--- config.mk ---
export PLATFORM = sky130hd
export DESIGN_NAME = multi_channel_tick_flag_timer_core
export DESIGN_NICKNAME = d
export VERILOG_FILES = /design/src/sv/mctft_pkg.sv /design/src/sv/multi_channel_tick_flag_timer_core.sv
export SDC_FILE = /design/constraint.sdc
export NUM_CORES = 1
export LEC_CHECK = 0
export ABC_AREA = 1
export ABC_CLOCK_PERIOD_IN_PS = 8700
export BUFFER_PORTS_ARGS = -buffer_cell sky130_fd_sc_hd__buf_2
export CAP_MARGIN = 10
export CORE_MARGIN = 2
export CORE_UTILIZATION = 55
export CTS_CLUSTER_DIAMETER = 200
export DETAILED_ROUTE_END_ITERATION = 7
export PLACE_DENSITY = 0.76
export SLEW_MARGIN = 20
export SYNTH_ARGS = -nofsm -noshare
export SYNTH_HDL_FRONTEND = slang
export SYNTH_SLANG_ARGS = --single-unit
export TNS_END_PERCENT = 20
--- constraint.sdc ---
create_clock -name clk -period 8.7 [get_ports clk]
set_input_delay 0 -clock clk [delete_from_list [all_inputs] [get_ports clk]]
set_output_delay 0 -clock clk [all_outputs]
set_load 0.02 [all_outputs]
--- src/sv/mctft_pkg.sv ---
`timescale 1ns / 1ps
// Package for the multi-channel tick flag timer core.
// Holds command codes, item structs and per-channel word layout.
// No dependencies.
package mctft_pkg;

    localparam int unsigned NUM_CHANNELS_DEF = 8;
    localparam int unsigned PERIOD_W         = 32;
    localparam int unsigned PEND_W           = 8;
    localparam int unsigned CHAN_W           = 3;

    localparam logic [PEND_W-1:0] PEND_MAX = {PEND_W{1'b1}};

    typedef enum logic [2:0] {
        OP_TICK     = 3'd0,
        OP_REGISTER = 3'd1,
        OP_ENABLE   = 3'd2,
        OP_DISABLE  = 3'd3,
        OP_SET_PER  = 3'd4,
        OP_CLEAR    = 3'd5,
        OP_DECR     = 3'd6,
        OP_READ     = 3'd7
    } opcode_t;

    typedef struct packed {
        opcode_t               opcode;
        logic [CHAN_W-1:0]     channel;
        logic [PERIOD_W-1:0]   period;
    } cmd_item_t;

    typedef struct packed {
        logic                  status;
        logic [CHAN_W-1:0]     assigned_channel;
        logic [PEND_W-1:0]     pending_events;
        logic                  channel_enabled;
    } rsp_item_t;

    // One channel's state as held in the channel memory
    typedef struct packed {
        logic [PERIOD_W-1:0]   period;
        logic [PERIOD_W-1:0]   counter;
        logic [PEND_W-1:0]     pending;
        logic                  enabled;
    } chan_word_t;

endpackage

--- src/sv/multi_channel_tick_flag_timer_core.sv ---
`timescale 1ns / 1ps
// Multi-channel periodic tick flag timer: top level and sequencer.
// Channel state lives in one memory, walked by a shared update unit.
// Depends on mctft_pkg.
//
//  port group   dir  handshake             payload
//  cmd          in   cmd_valid/cmd_ready   cmd_item_t (opcode, channel, period)
//  rsp          out  rsp_valid/rsp_ready   rsp_item_t (status, channel, pending, enable)
//
// A tick walks every channel in turn: each channel is read, then updated and
// written back while the next one is read, and the result follows the last.
// Any other command steps through accept/read, modify/write, result.
// A refused register or a non-tick command on an out-of-range channel skips the memory.
// Reset clears the per-channel valid bits; an invalid entry reads as zero.
// cmd_ready is low from acceptance until the result item has been taken.
module multi_channel_tick_flag_timer_core
    import mctft_pkg::*;
#(
    parameter int unsigned NUM_CHANNELS = NUM_CHANNELS_DEF
)
(
    input  logic       clk,
    input  logic       rst_n,
    input  logic       cmd_valid,
    output logic       cmd_ready,
    input  cmd_item_t  cmd,
    output logic       rsp_valid,
    input  logic       rsp_ready,
    output rsp_item_t  rsp
);

    localparam int unsigned IDX_W = (NUM_CHANNELS > 1) ? $clog2(NUM_CHANNELS) : 1;
    localparam int unsigned CNT_W = $clog2(NUM_CHANNELS + 1);
    localparam logic [CNT_W-1:0] USED_FULL = CNT_W'(NUM_CHANNELS);
    localparam logic [IDX_W-1:0] IDX_LAST  = IDX_W'(NUM_CHANNELS - 1);

    typedef enum logic [3:0] {
        S_IDLE = 4'b0001,
        S_WALK = 4'b0010,
        S_MOD  = 4'b0100,
        S_OUT  = 4'b1000
    } state_t;

    state_t              state_reg, state_next;
    opcode_t             op_reg, op_next;
    logic [CHAN_W-1:0]   ch_reg, ch_next;
    logic                ch_ok_reg, ch_ok_next;
    logic [PERIOD_W-1:0] per_reg, per_next;
    logic [IDX_W-1:0]    idx_reg, idx_next;
    logic [CNT_W-1:0]    used_reg, used_next;
    rsp_item_t           rsp_reg, rsp_next;

    chan_word_t          chan_mem [NUM_CHANNELS];
    logic [NUM_CHANNELS-1:0] vld_reg;
    chan_word_t          rd_word_reg;
    logic                rd_vld_reg;

    logic                mem_re, mem_we;
    logic [IDX_W-1:0]    mem_ra, mem_wa;
    chan_word_t          mem_wd;

    chan_word_t          cur_word, new_word;
    logic                cmd_ch_ok;

    function automatic chan_word_t tick_word(input chan_word_t w);
        chan_word_t          r;
        logic [PERIOD_W-1:0] c;
        r = w;
        c = w.counter + PERIOD_W'(1);
        if (w.enabled)
        begin
            r.counter = c;
            if (c == w.period)
            begin
                r.counter = '0;
                if (w.pending != PEND_MAX)
                    r.pending = w.pending + PEND_W'(1);
            end
        end
        return r;
    endfunction

    function automatic chan_word_t cmd_word(input chan_word_t w, input opcode_t op,
                                            input logic [PERIOD_W-1:0] per);
        chan_word_t r;
        r = w;
        case (op)
            OP_REGISTER, OP_SET_PER:
            begin
                r.period  = per;
                r.counter = '0;
                r.pending = '0;
                r.enabled = (per != '0);
            end
            OP_ENABLE:  r.enabled = 1'b1;
            OP_DISABLE: r.enabled = 1'b0;
            OP_CLEAR:   r.pending = '0;
            OP_DECR:
            begin
                if (w.pending != '0)
                    r.pending = w.pending - PEND_W'(1);
            end
            default:    r = w;
        endcase
        return r;
    endfunction

    assign cur_word  = rd_vld_reg ? rd_word_reg : '0;
    assign new_word  = (op_reg == OP_TICK) ? tick_word(cur_word)
                                           : cmd_word(cur_word, op_reg, per_reg);
    assign cmd_ch_ok = (32'(cmd.channel) < NUM_CHANNELS);

    assign cmd_ready = (state_reg == S_IDLE);
    assign rsp_valid = (state_reg == S_OUT);
    assign rsp       = rsp_reg;

    always_comb
    begin
        state_next = state_reg;
        op_next    = op_reg;
        ch_next    = ch_reg;
        ch_ok_next = ch_ok_reg;
        per_next   = per_reg;
        idx_next   = idx_reg;
        used_next  = used_reg;
        rsp_next   = rsp_reg;
        mem_re     = 1'b0;
        mem_ra     = idx_reg;
        mem_we     = 1'b0;
        mem_wa     = idx_reg;
        mem_wd     = new_word;

        case (state_reg)
            S_IDLE:
            begin
                if (cmd_valid)
                begin
                    op_next    = cmd.opcode;
                    ch_next    = cmd.channel;
                    ch_ok_next = cmd_ch_ok;
                    per_next   = cmd.period;
                    rsp_next   = '{status: 1'b0, assigned_channel: cmd.channel,
                                   pending_events: '0, channel_enabled: 1'b0};
                    case (cmd.opcode)
                        OP_TICK:
                        begin
                            mem_re     = 1'b1;
                            mem_ra     = '0;
                            idx_next   = '0;
                            state_next = S_WALK;
                        end
                        OP_REGISTER:
                        begin
                            if (used_reg == USED_FULL)
                            begin
                                rsp_next.status           = 1'b1;
                                rsp_next.assigned_channel = '0;
                                state_next                = S_OUT;
                            end
                            else
                            begin
                                mem_re     = 1'b1;
                                mem_ra     = IDX_W'(used_reg);
                                idx_next   = IDX_W'(used_reg);
                                used_next  = used_reg + CNT_W'(1);
                                rsp_next.assigned_channel = CHAN_W'(used_reg);
                                state_next = S_MOD;
                            end
                        end
                        default:
                        begin
                            if (cmd_ch_ok)
                            begin
                                mem_re     = 1'b1;
                                mem_ra     = IDX_W'(cmd.channel);
                                idx_next   = IDX_W'(cmd.channel);
                                state_next = S_MOD;
                            end
                            else
                                state_next = S_OUT;
                        end
                    endcase
                end
            end
            S_WALK:
            begin
                mem_we = 1'b1;
                if (ch_ok_reg && (idx_reg == IDX_W'(ch_reg)))
                begin
                    rsp_next.pending_events  = new_word.pending;
                    rsp_next.channel_enabled = new_word.enabled;
                end
                if (idx_reg == IDX_LAST)
                    state_next = S_OUT;
                else
                begin
                    mem_re   = 1'b1;
                    mem_ra   = idx_reg + IDX_W'(1);
                    idx_next = idx_reg + IDX_W'(1);
                end
            end
            S_MOD:
            begin
                mem_we                   = 1'b1;
                rsp_next.pending_events  = new_word.pending;
                rsp_next.channel_enabled = new_word.enabled;
                state_next               = S_OUT;
            end
            S_OUT:
            begin
                if (rsp_ready)
                    state_next = S_IDLE;
            end
            default:
                state_next = S_IDLE;
        endcase
    end

    always_ff @(posedge clk or negedge rst_n)
    begin
        if (!rst_n)
        begin
            state_reg <= S_IDLE;
            used_reg  <= '0;
            vld_reg   <= '0;
        end
        else
        begin
            state_reg <= state_next;
            used_reg  <= used_next;
            if (mem_we)
                vld_reg[mem_wa] <= 1'b1;
        end
    end

    always_ff @(posedge clk)
    begin
        op_reg    <= op_next;
        ch_reg    <= ch_next;
        ch_ok_reg <= ch_ok_next;
        per_reg   <= per_next;
        idx_reg   <= idx_next;
        rsp_reg   <= rsp_next;
    end

    // channel memory: one write and one registered read per cycle
    always_ff @(posedge clk)
    begin
        if (mem_we)
            chan_mem[mem_wa] <= mem_wd;
        if (mem_re)
        begin
            rd_word_reg <= chan_mem[mem_ra];
            rd_vld_reg  <= vld_reg[mem_ra];
        end
    end

    a_used_bound: assert property (@(posedge clk) disable iff (!rst_n)
        used_reg <= USED_FULL)
        else $error("channel allocation count beyond table size");

    a_used_step: assert property (@(posedge clk) disable iff (!rst_n)
        (cmd_valid && cmd_ready && (cmd.opcode == OP_REGISTER) && (used_reg != USED_FULL))
        |=> (used_reg == $past(used_reg) + CNT_W'(1)))
        else $error("register did not take a channel");

    a_refused_zero: assert property (@(posedge clk) disable iff (!rst_n)
        (rsp_valid && rsp.status) |->
        ((rsp.pending_events == '0) && !rsp.channel_enabled && (rsp.assigned_channel == '0)))
        else $error("refused register reports channel state");

    a_walk_range: assert property (@(posedge clk) disable iff (!rst_n)
        (state_reg == S_WALK) |-> (32'(idx_reg) < NUM_CHANNELS))
        else $error("tick walk index out of range");

endmodule

; Yosys cells after proc, flatten, opt, wreduce, memory -nomap -nowiden
; Memory sizes are Yosys's and may differ from the RTL's. A register that Yosys moved wholly into a read port is not among the register bits.
; Cells that the tools add are included.
[totals]
mem_count = 1
mem_bits_rw = 584
ff_bits = 71
in_bits = 42
out_inout_bits = 15
[memory_table]
columns = memory, depth, width, rd, rd_clocked_by_memory_dff, wr, line
row1 = chan_mem, 8, 73, 1, 1, 1, multi_channel_tick_flag_timer_core.sv:53  ; chan_word_t chan_mem [NUM_CHANNELS];
[classes]
bitwise = 2
reduce_logical = 13
add_sub_neg = 5
eq_ne = 20
n_lt_le_gt_ge = 3
mux = 38
[ops]
columns = op, count
row1 = $mux 73, 2
row2 = $mux 40, 2
row3 = $mux 64, 1
row4 = $add 32x1->32 const B, 1
row5 = $eq 32x32->1, 1
row6 = $reduce_bool 32->1, 1
row7 = $pmux 9 s3, 1
row8 = $mux 9, 2
row9 = $mux 4, 4
row10 = $mux 8, 2
row11 = $pmux 4 s4, 1
row12 = $pmux 8 s2, 1
row13 = $mux 3, 5
row14 = $eq 3x3->1 const B, 4
row15 = $pmux 3 s2, 2
row16 = $mux 1, 10
row17 = $add 8x1->8 const B, 1
row18 = $eq 4x4->1 const B, 2
row19 = $lt 3x4->1 const B, 2
row20 = $ne 8x8->1 const B, 1
row21 = $or 8x8->8, 1
row22 = $pmux 4 s2, 1
row23 = $reduce_bool 8->1, 1
row24 = $sub 8x1->8 const B, 1
row25 = other kinds (24), 31

; Depth between registers and ports, before layout
[depth]
ltp_word = 8
depth_mapped = 27

; Worst setup path before layout
; No wires, ideal clock.
[synth_timing]
path_type = reg2reg
start = reg state_reg[0]
end = reg rd_vld_reg (enable)
n_path_buf = 0
setup_ps = 609
path_stages_with_launch = 7
setup_slack_ps = 523
t_required_ps = 8091
arrival_ps = 7568
path_cell_list = dfstp_2 inv_2 nor3_4 inv_2 nor2_2 inv_2 o21ai_0
[synth_between]
elab_chain_cells = 2
[synth_lines]
columns = element, line
row1 = from (decl), multi_channel_tick_flag_timer_core.sv:44  ; state_t state_reg, state_next;
row2 = from (signal assigned), multi_channel_tick_flag_timer_core.sv:229  ; state_reg <= state_next;
row3 = $eq 4x1->1, -
row4 = named net cmd_ready, multi_channel_tick_flag_timer_core.sv:25  ; output logic cmd_ready,
row5 = $pmux 1 s2, multi_channel_tick_flag_timer_core.sv:133  ; case (state_reg)
row6 = named net mem_re, multi_channel_tick_flag_timer_core.sv:58  ; logic mem_re, mem_we;
row7 = to (signal assigned), multi_channel_tick_flag_timer_core.sv:254  ; rd_vld_reg <= vld_reg[mem_ra];
row8 = to (decl), multi_channel_tick_flag_timer_core.sv:56  ; logic rd_vld_reg;
; The timed path passes the listed nets, and every way through them passes these cells.
; A chain may end at the register's enable or synchronous reset.

==> reports/metrics.cfg <==
[global_routing]
grt_most_used_layer=met2
gr-usage-all-layers_pct=27.8
grtUsageMet2_pct=46.6
grt_pass1_vias=22564
grt.overflow.total=0
grt_pass1_wl_microns=129000
grt_start_max_net_pins=152
antenna_found_initial=0
grt_use_met1_pct=38.0
met3_usage_pct=3.23

[final_layout]
largest_register_ffs=584
flow.area_growth_from_synthesis_pct=11.8
layout.filler_cells=4409
final_layout_size_suffix_gt1_share_pct=13.7
number_of_diodes_added_for_antenna_fixing=0
design.final.nets=3013

[setup_path]
crit_required_ns=8.96
cp_common_cell=nand2_1
crit_slowest_cell=buf_4
longest_individual_stage_delay_on_the_worst_path_ns=0.73
setup.reg_to_reg.worst_slack_ns=4.06
critical_path_arrival_ns=4.90
r2r_start=rd_vld_reg
critPathTopFamily=simple AND/OR/NAND/NOR gates
path_max_fanout=58
worst-r2r-cell-count=17
timing.critical_path.buf_inv=2
worstPathCellList=buf_4 > buf_4 > nand3_1 > nor2_1 > nand2_1 > nor2_1 > nand3_1 > nand3_1 > nand2_1 > nor2_1 > nand2_1 > nor2_1 > nand2_1 > nor2_4 > o22ai_1 > nand2_1 > o21ai_0
worst_setup_path_start_kind=flop
critPathKind=reg -> reg
worst_r2r_endpoint=chan_mem[7][11]
cp_endpoint_kind=flop

[sta]
finClkSkew_ns=0.0281
period_minus_slack_ns=4.64
tns_ns=0
max_slew_headroom_pct=27.8
layout_worst_path_cycle_share_pct=53.3
worst-slew-pin-transition_ns=1.08
fmaxAchievable_mhz=215
count_of_final_max_slew_check_failures=0
rsz0062_at_grt=false
finalHoldViolations=0
setup_viol_count_final=0
hold_ws_ns=0.0866

[clock_network]
cts-hold-fix-buffers=45
clock_buffer_count_from_cts=73
buffers_inserted_during_post_cts_setup_optimization=0
clk_latency_ns=0.63
post_cts_resize_count=0
tritoncts=done
cts-root-buf=clkbuf_16
max-clock-path-buffers=3
cts-htree-levels=3
cts.reportedPaths.clkPinSlew_ns=0.06
numClockSinks=728

[routing]
first_pass_iters=8
drt_iter0_drc=2815
vias=23067
antenna_violating_nets_post_route=0
drt_drc_violations_left=12
routed_wirelength_microns=84700
detail_route.vias_per_cell=6.08
wl_per_cell_microns=22.3

[yosys]
count_of_unique_library_cells_instantiated_by_yosys=47
synth_edf_count=709
synth_warnings=0
synthesis.instances=2901
async_flop_share_pct=2.20
postSynthRegisterBits=728
synth_nets=2950
dominantRegCellSynth=edfxtp_1
synth_top_cells_by_area=edfxtp_1, nand2_1, o211ai_1
syn_area_per_cell_sq_um=11.2
synth.largest_area_cell=edfxtp_1
syn_area_sq_um=32600
yosysTopAreaCellShare_pct=65.4
sequential_area_share_after_synthesis_pct=66.8

[min_path]
worst_hold_path.num_cells=2
timing.hold.worst.class=in -> reg
min-delay-start=cmd[27]
timing.hold.worst_endpoint=per_reg[27]

[floorplanning]
floorplan.rows=89
die_area_sq_um=61100
dieHeight_microns=247
design.core.area_sq_um=58800
initial_utilization_pct=55.4
chipWidth_microns=247
ios=57

[power]
ir_worst_vdd_v=0.000311
cellPowerDensity_nw_per_um2=394
leakage_nw=13.2

[place]
gp_congestion=0.962
place.port_buffers=56
dpl.hpwl_microns=48500

[flow_run]
timing.max_cap.violations=0

[run_status]
failing_checks=design-rule violations
status=finished, violations left

## cells by family after synthesis
kind of cell | after synthesis | synth area share, %
flip-flops | 728 | 66.8
AND/OR/NAND/NOR | 1243 | 17.1
XOR/XNOR | 11 | 0.423
adder cells (fa/ha/maj) | 7 | 0.269
buffers and inverters | 306 | 3.87
AO/OA/AOI/OAI | 606 | 11.5
## worst reg2reg max path: stages, from the launching register on
cell	delay (ns)
edfxtp_1	0.32
buf_4	0.46
buf_4	0.73
nand3_1	0.25
nor2_1	0.28
nand2_1	0.08
nor2_1	0.14
nand3_1	0.13
nand3_1	0.13
nand2_1	0.13
nor2_1	0.16
nand2_1	0.07
nor2_1	0.14
nand2_1	0.10
nor2_4	0.64
o22ai_1	0.17
nand2_1	0.10
o21ai_0	0.26
## layout by cell type (no fill, tap or decap), drive strengths merged, types with 75 or more instances in the layout
master,synthesis,layout
or2,150,150
o211ai,151,151
a31oi,75,75
nor2,144,144
buf,50,94
o21ai,179,179
edfxtp,709,709
a21oi,100,100
clkbuf,101,89
nand2,728,728
inv,152,156
nand3,182,182
## power breakdown
part	internal (mW)	switching (mW)	leakage, nW	total [mW]
logic	1.72	4.22	5.32	5.93
registers	5.00	0.270	6.73	5.27
clock network	1.81	1.33	1.15	3.14
total	8.53	5.81	13.2	14.3
## Yosys cell counts, types with 8 or more instances
cell type / number
a21oi_1: 100
a31oi_1: 75
buf_2: 32
clkbuf_1: 101
dfrtp_1: 15
edfxtp_1: 709
inv_1: 145
nand2_1: 719
nand2_2: 8
nand3_1: 171
nand3_2: 10
nand3b_1: 8
nand4_1: 11
nor2_1: 123
nor2_2: 13
nor4_1: 11
o211ai_1: 151
o21ai_0: 144
o21ai_1: 35
o21bai_1: 74
o22ai_1: 22
or2_2: 150
## worst max-delay path by stage
| stage | from | end | cells past startpoint |
|---|---|---|---|
| floorplan | state_reg[0] | rd_vld_reg | 6 |
| global placement | used_reg[0] | rd_vld_reg | 15 |
| detailed placement | used_reg[0] | rd_vld_reg | 15 |
| CTS | used_reg[0] | rd_vld_reg | 15 |
| global route | rd_vld_reg | chan_mem[7][11] | 17 |
| finish | rd_vld_reg | chan_mem[7][11] | 17 |
## final cells by class
type,instances,area (sq um),share of cell area [%]
tap,773,967,2.66
inverter,155,593,1.63
clock buffer,89,1910,5.24
sequential,728,21800,59.8
clock inverter,43,459,1.26
timing repair buffer,139,1050,2.90
multi-input combinational,1867,9650,26.5
## stage by stage
| step | util (%) | setup WS [ns] | instances | area [sq um] | total power [mW] |
|---|---|---|---|---|---|
| after floorplan | - | 0.523 | 2901 | 32600 | 9.46 |
| after global routing | 61.9 | 3.69 | 3794 | 36400 | 15.1 |
| after global placement | 57.0 | 4.16 | 3615 | 33500 | 10.9 |
| after detailed placement | 57.1 | 4.08 | 3616 | 33500 | 11.1 |
| final | 61.9 | 4.06 | 3794 | 36400 | 14.3 |
| after CTS | 61.9 | 4.04 | 3793 | 36400 | 14.3 |
## routing by layer
| metal | up-vias | routed length (microns) | part of all wire, % |
|---|---|---|---|
| li1 | 10489 | - | - |
| met1 | 11214 | 33900 | 40 |
| met2 | 1210 | 41300 | 49 |
| met3 | 154 | 7480 | 8.8 |
| met4 | 0 | 2030 | 2.4 |
| met5 | - | 0 | 0 |
Power figures use the tool's default switching activity.
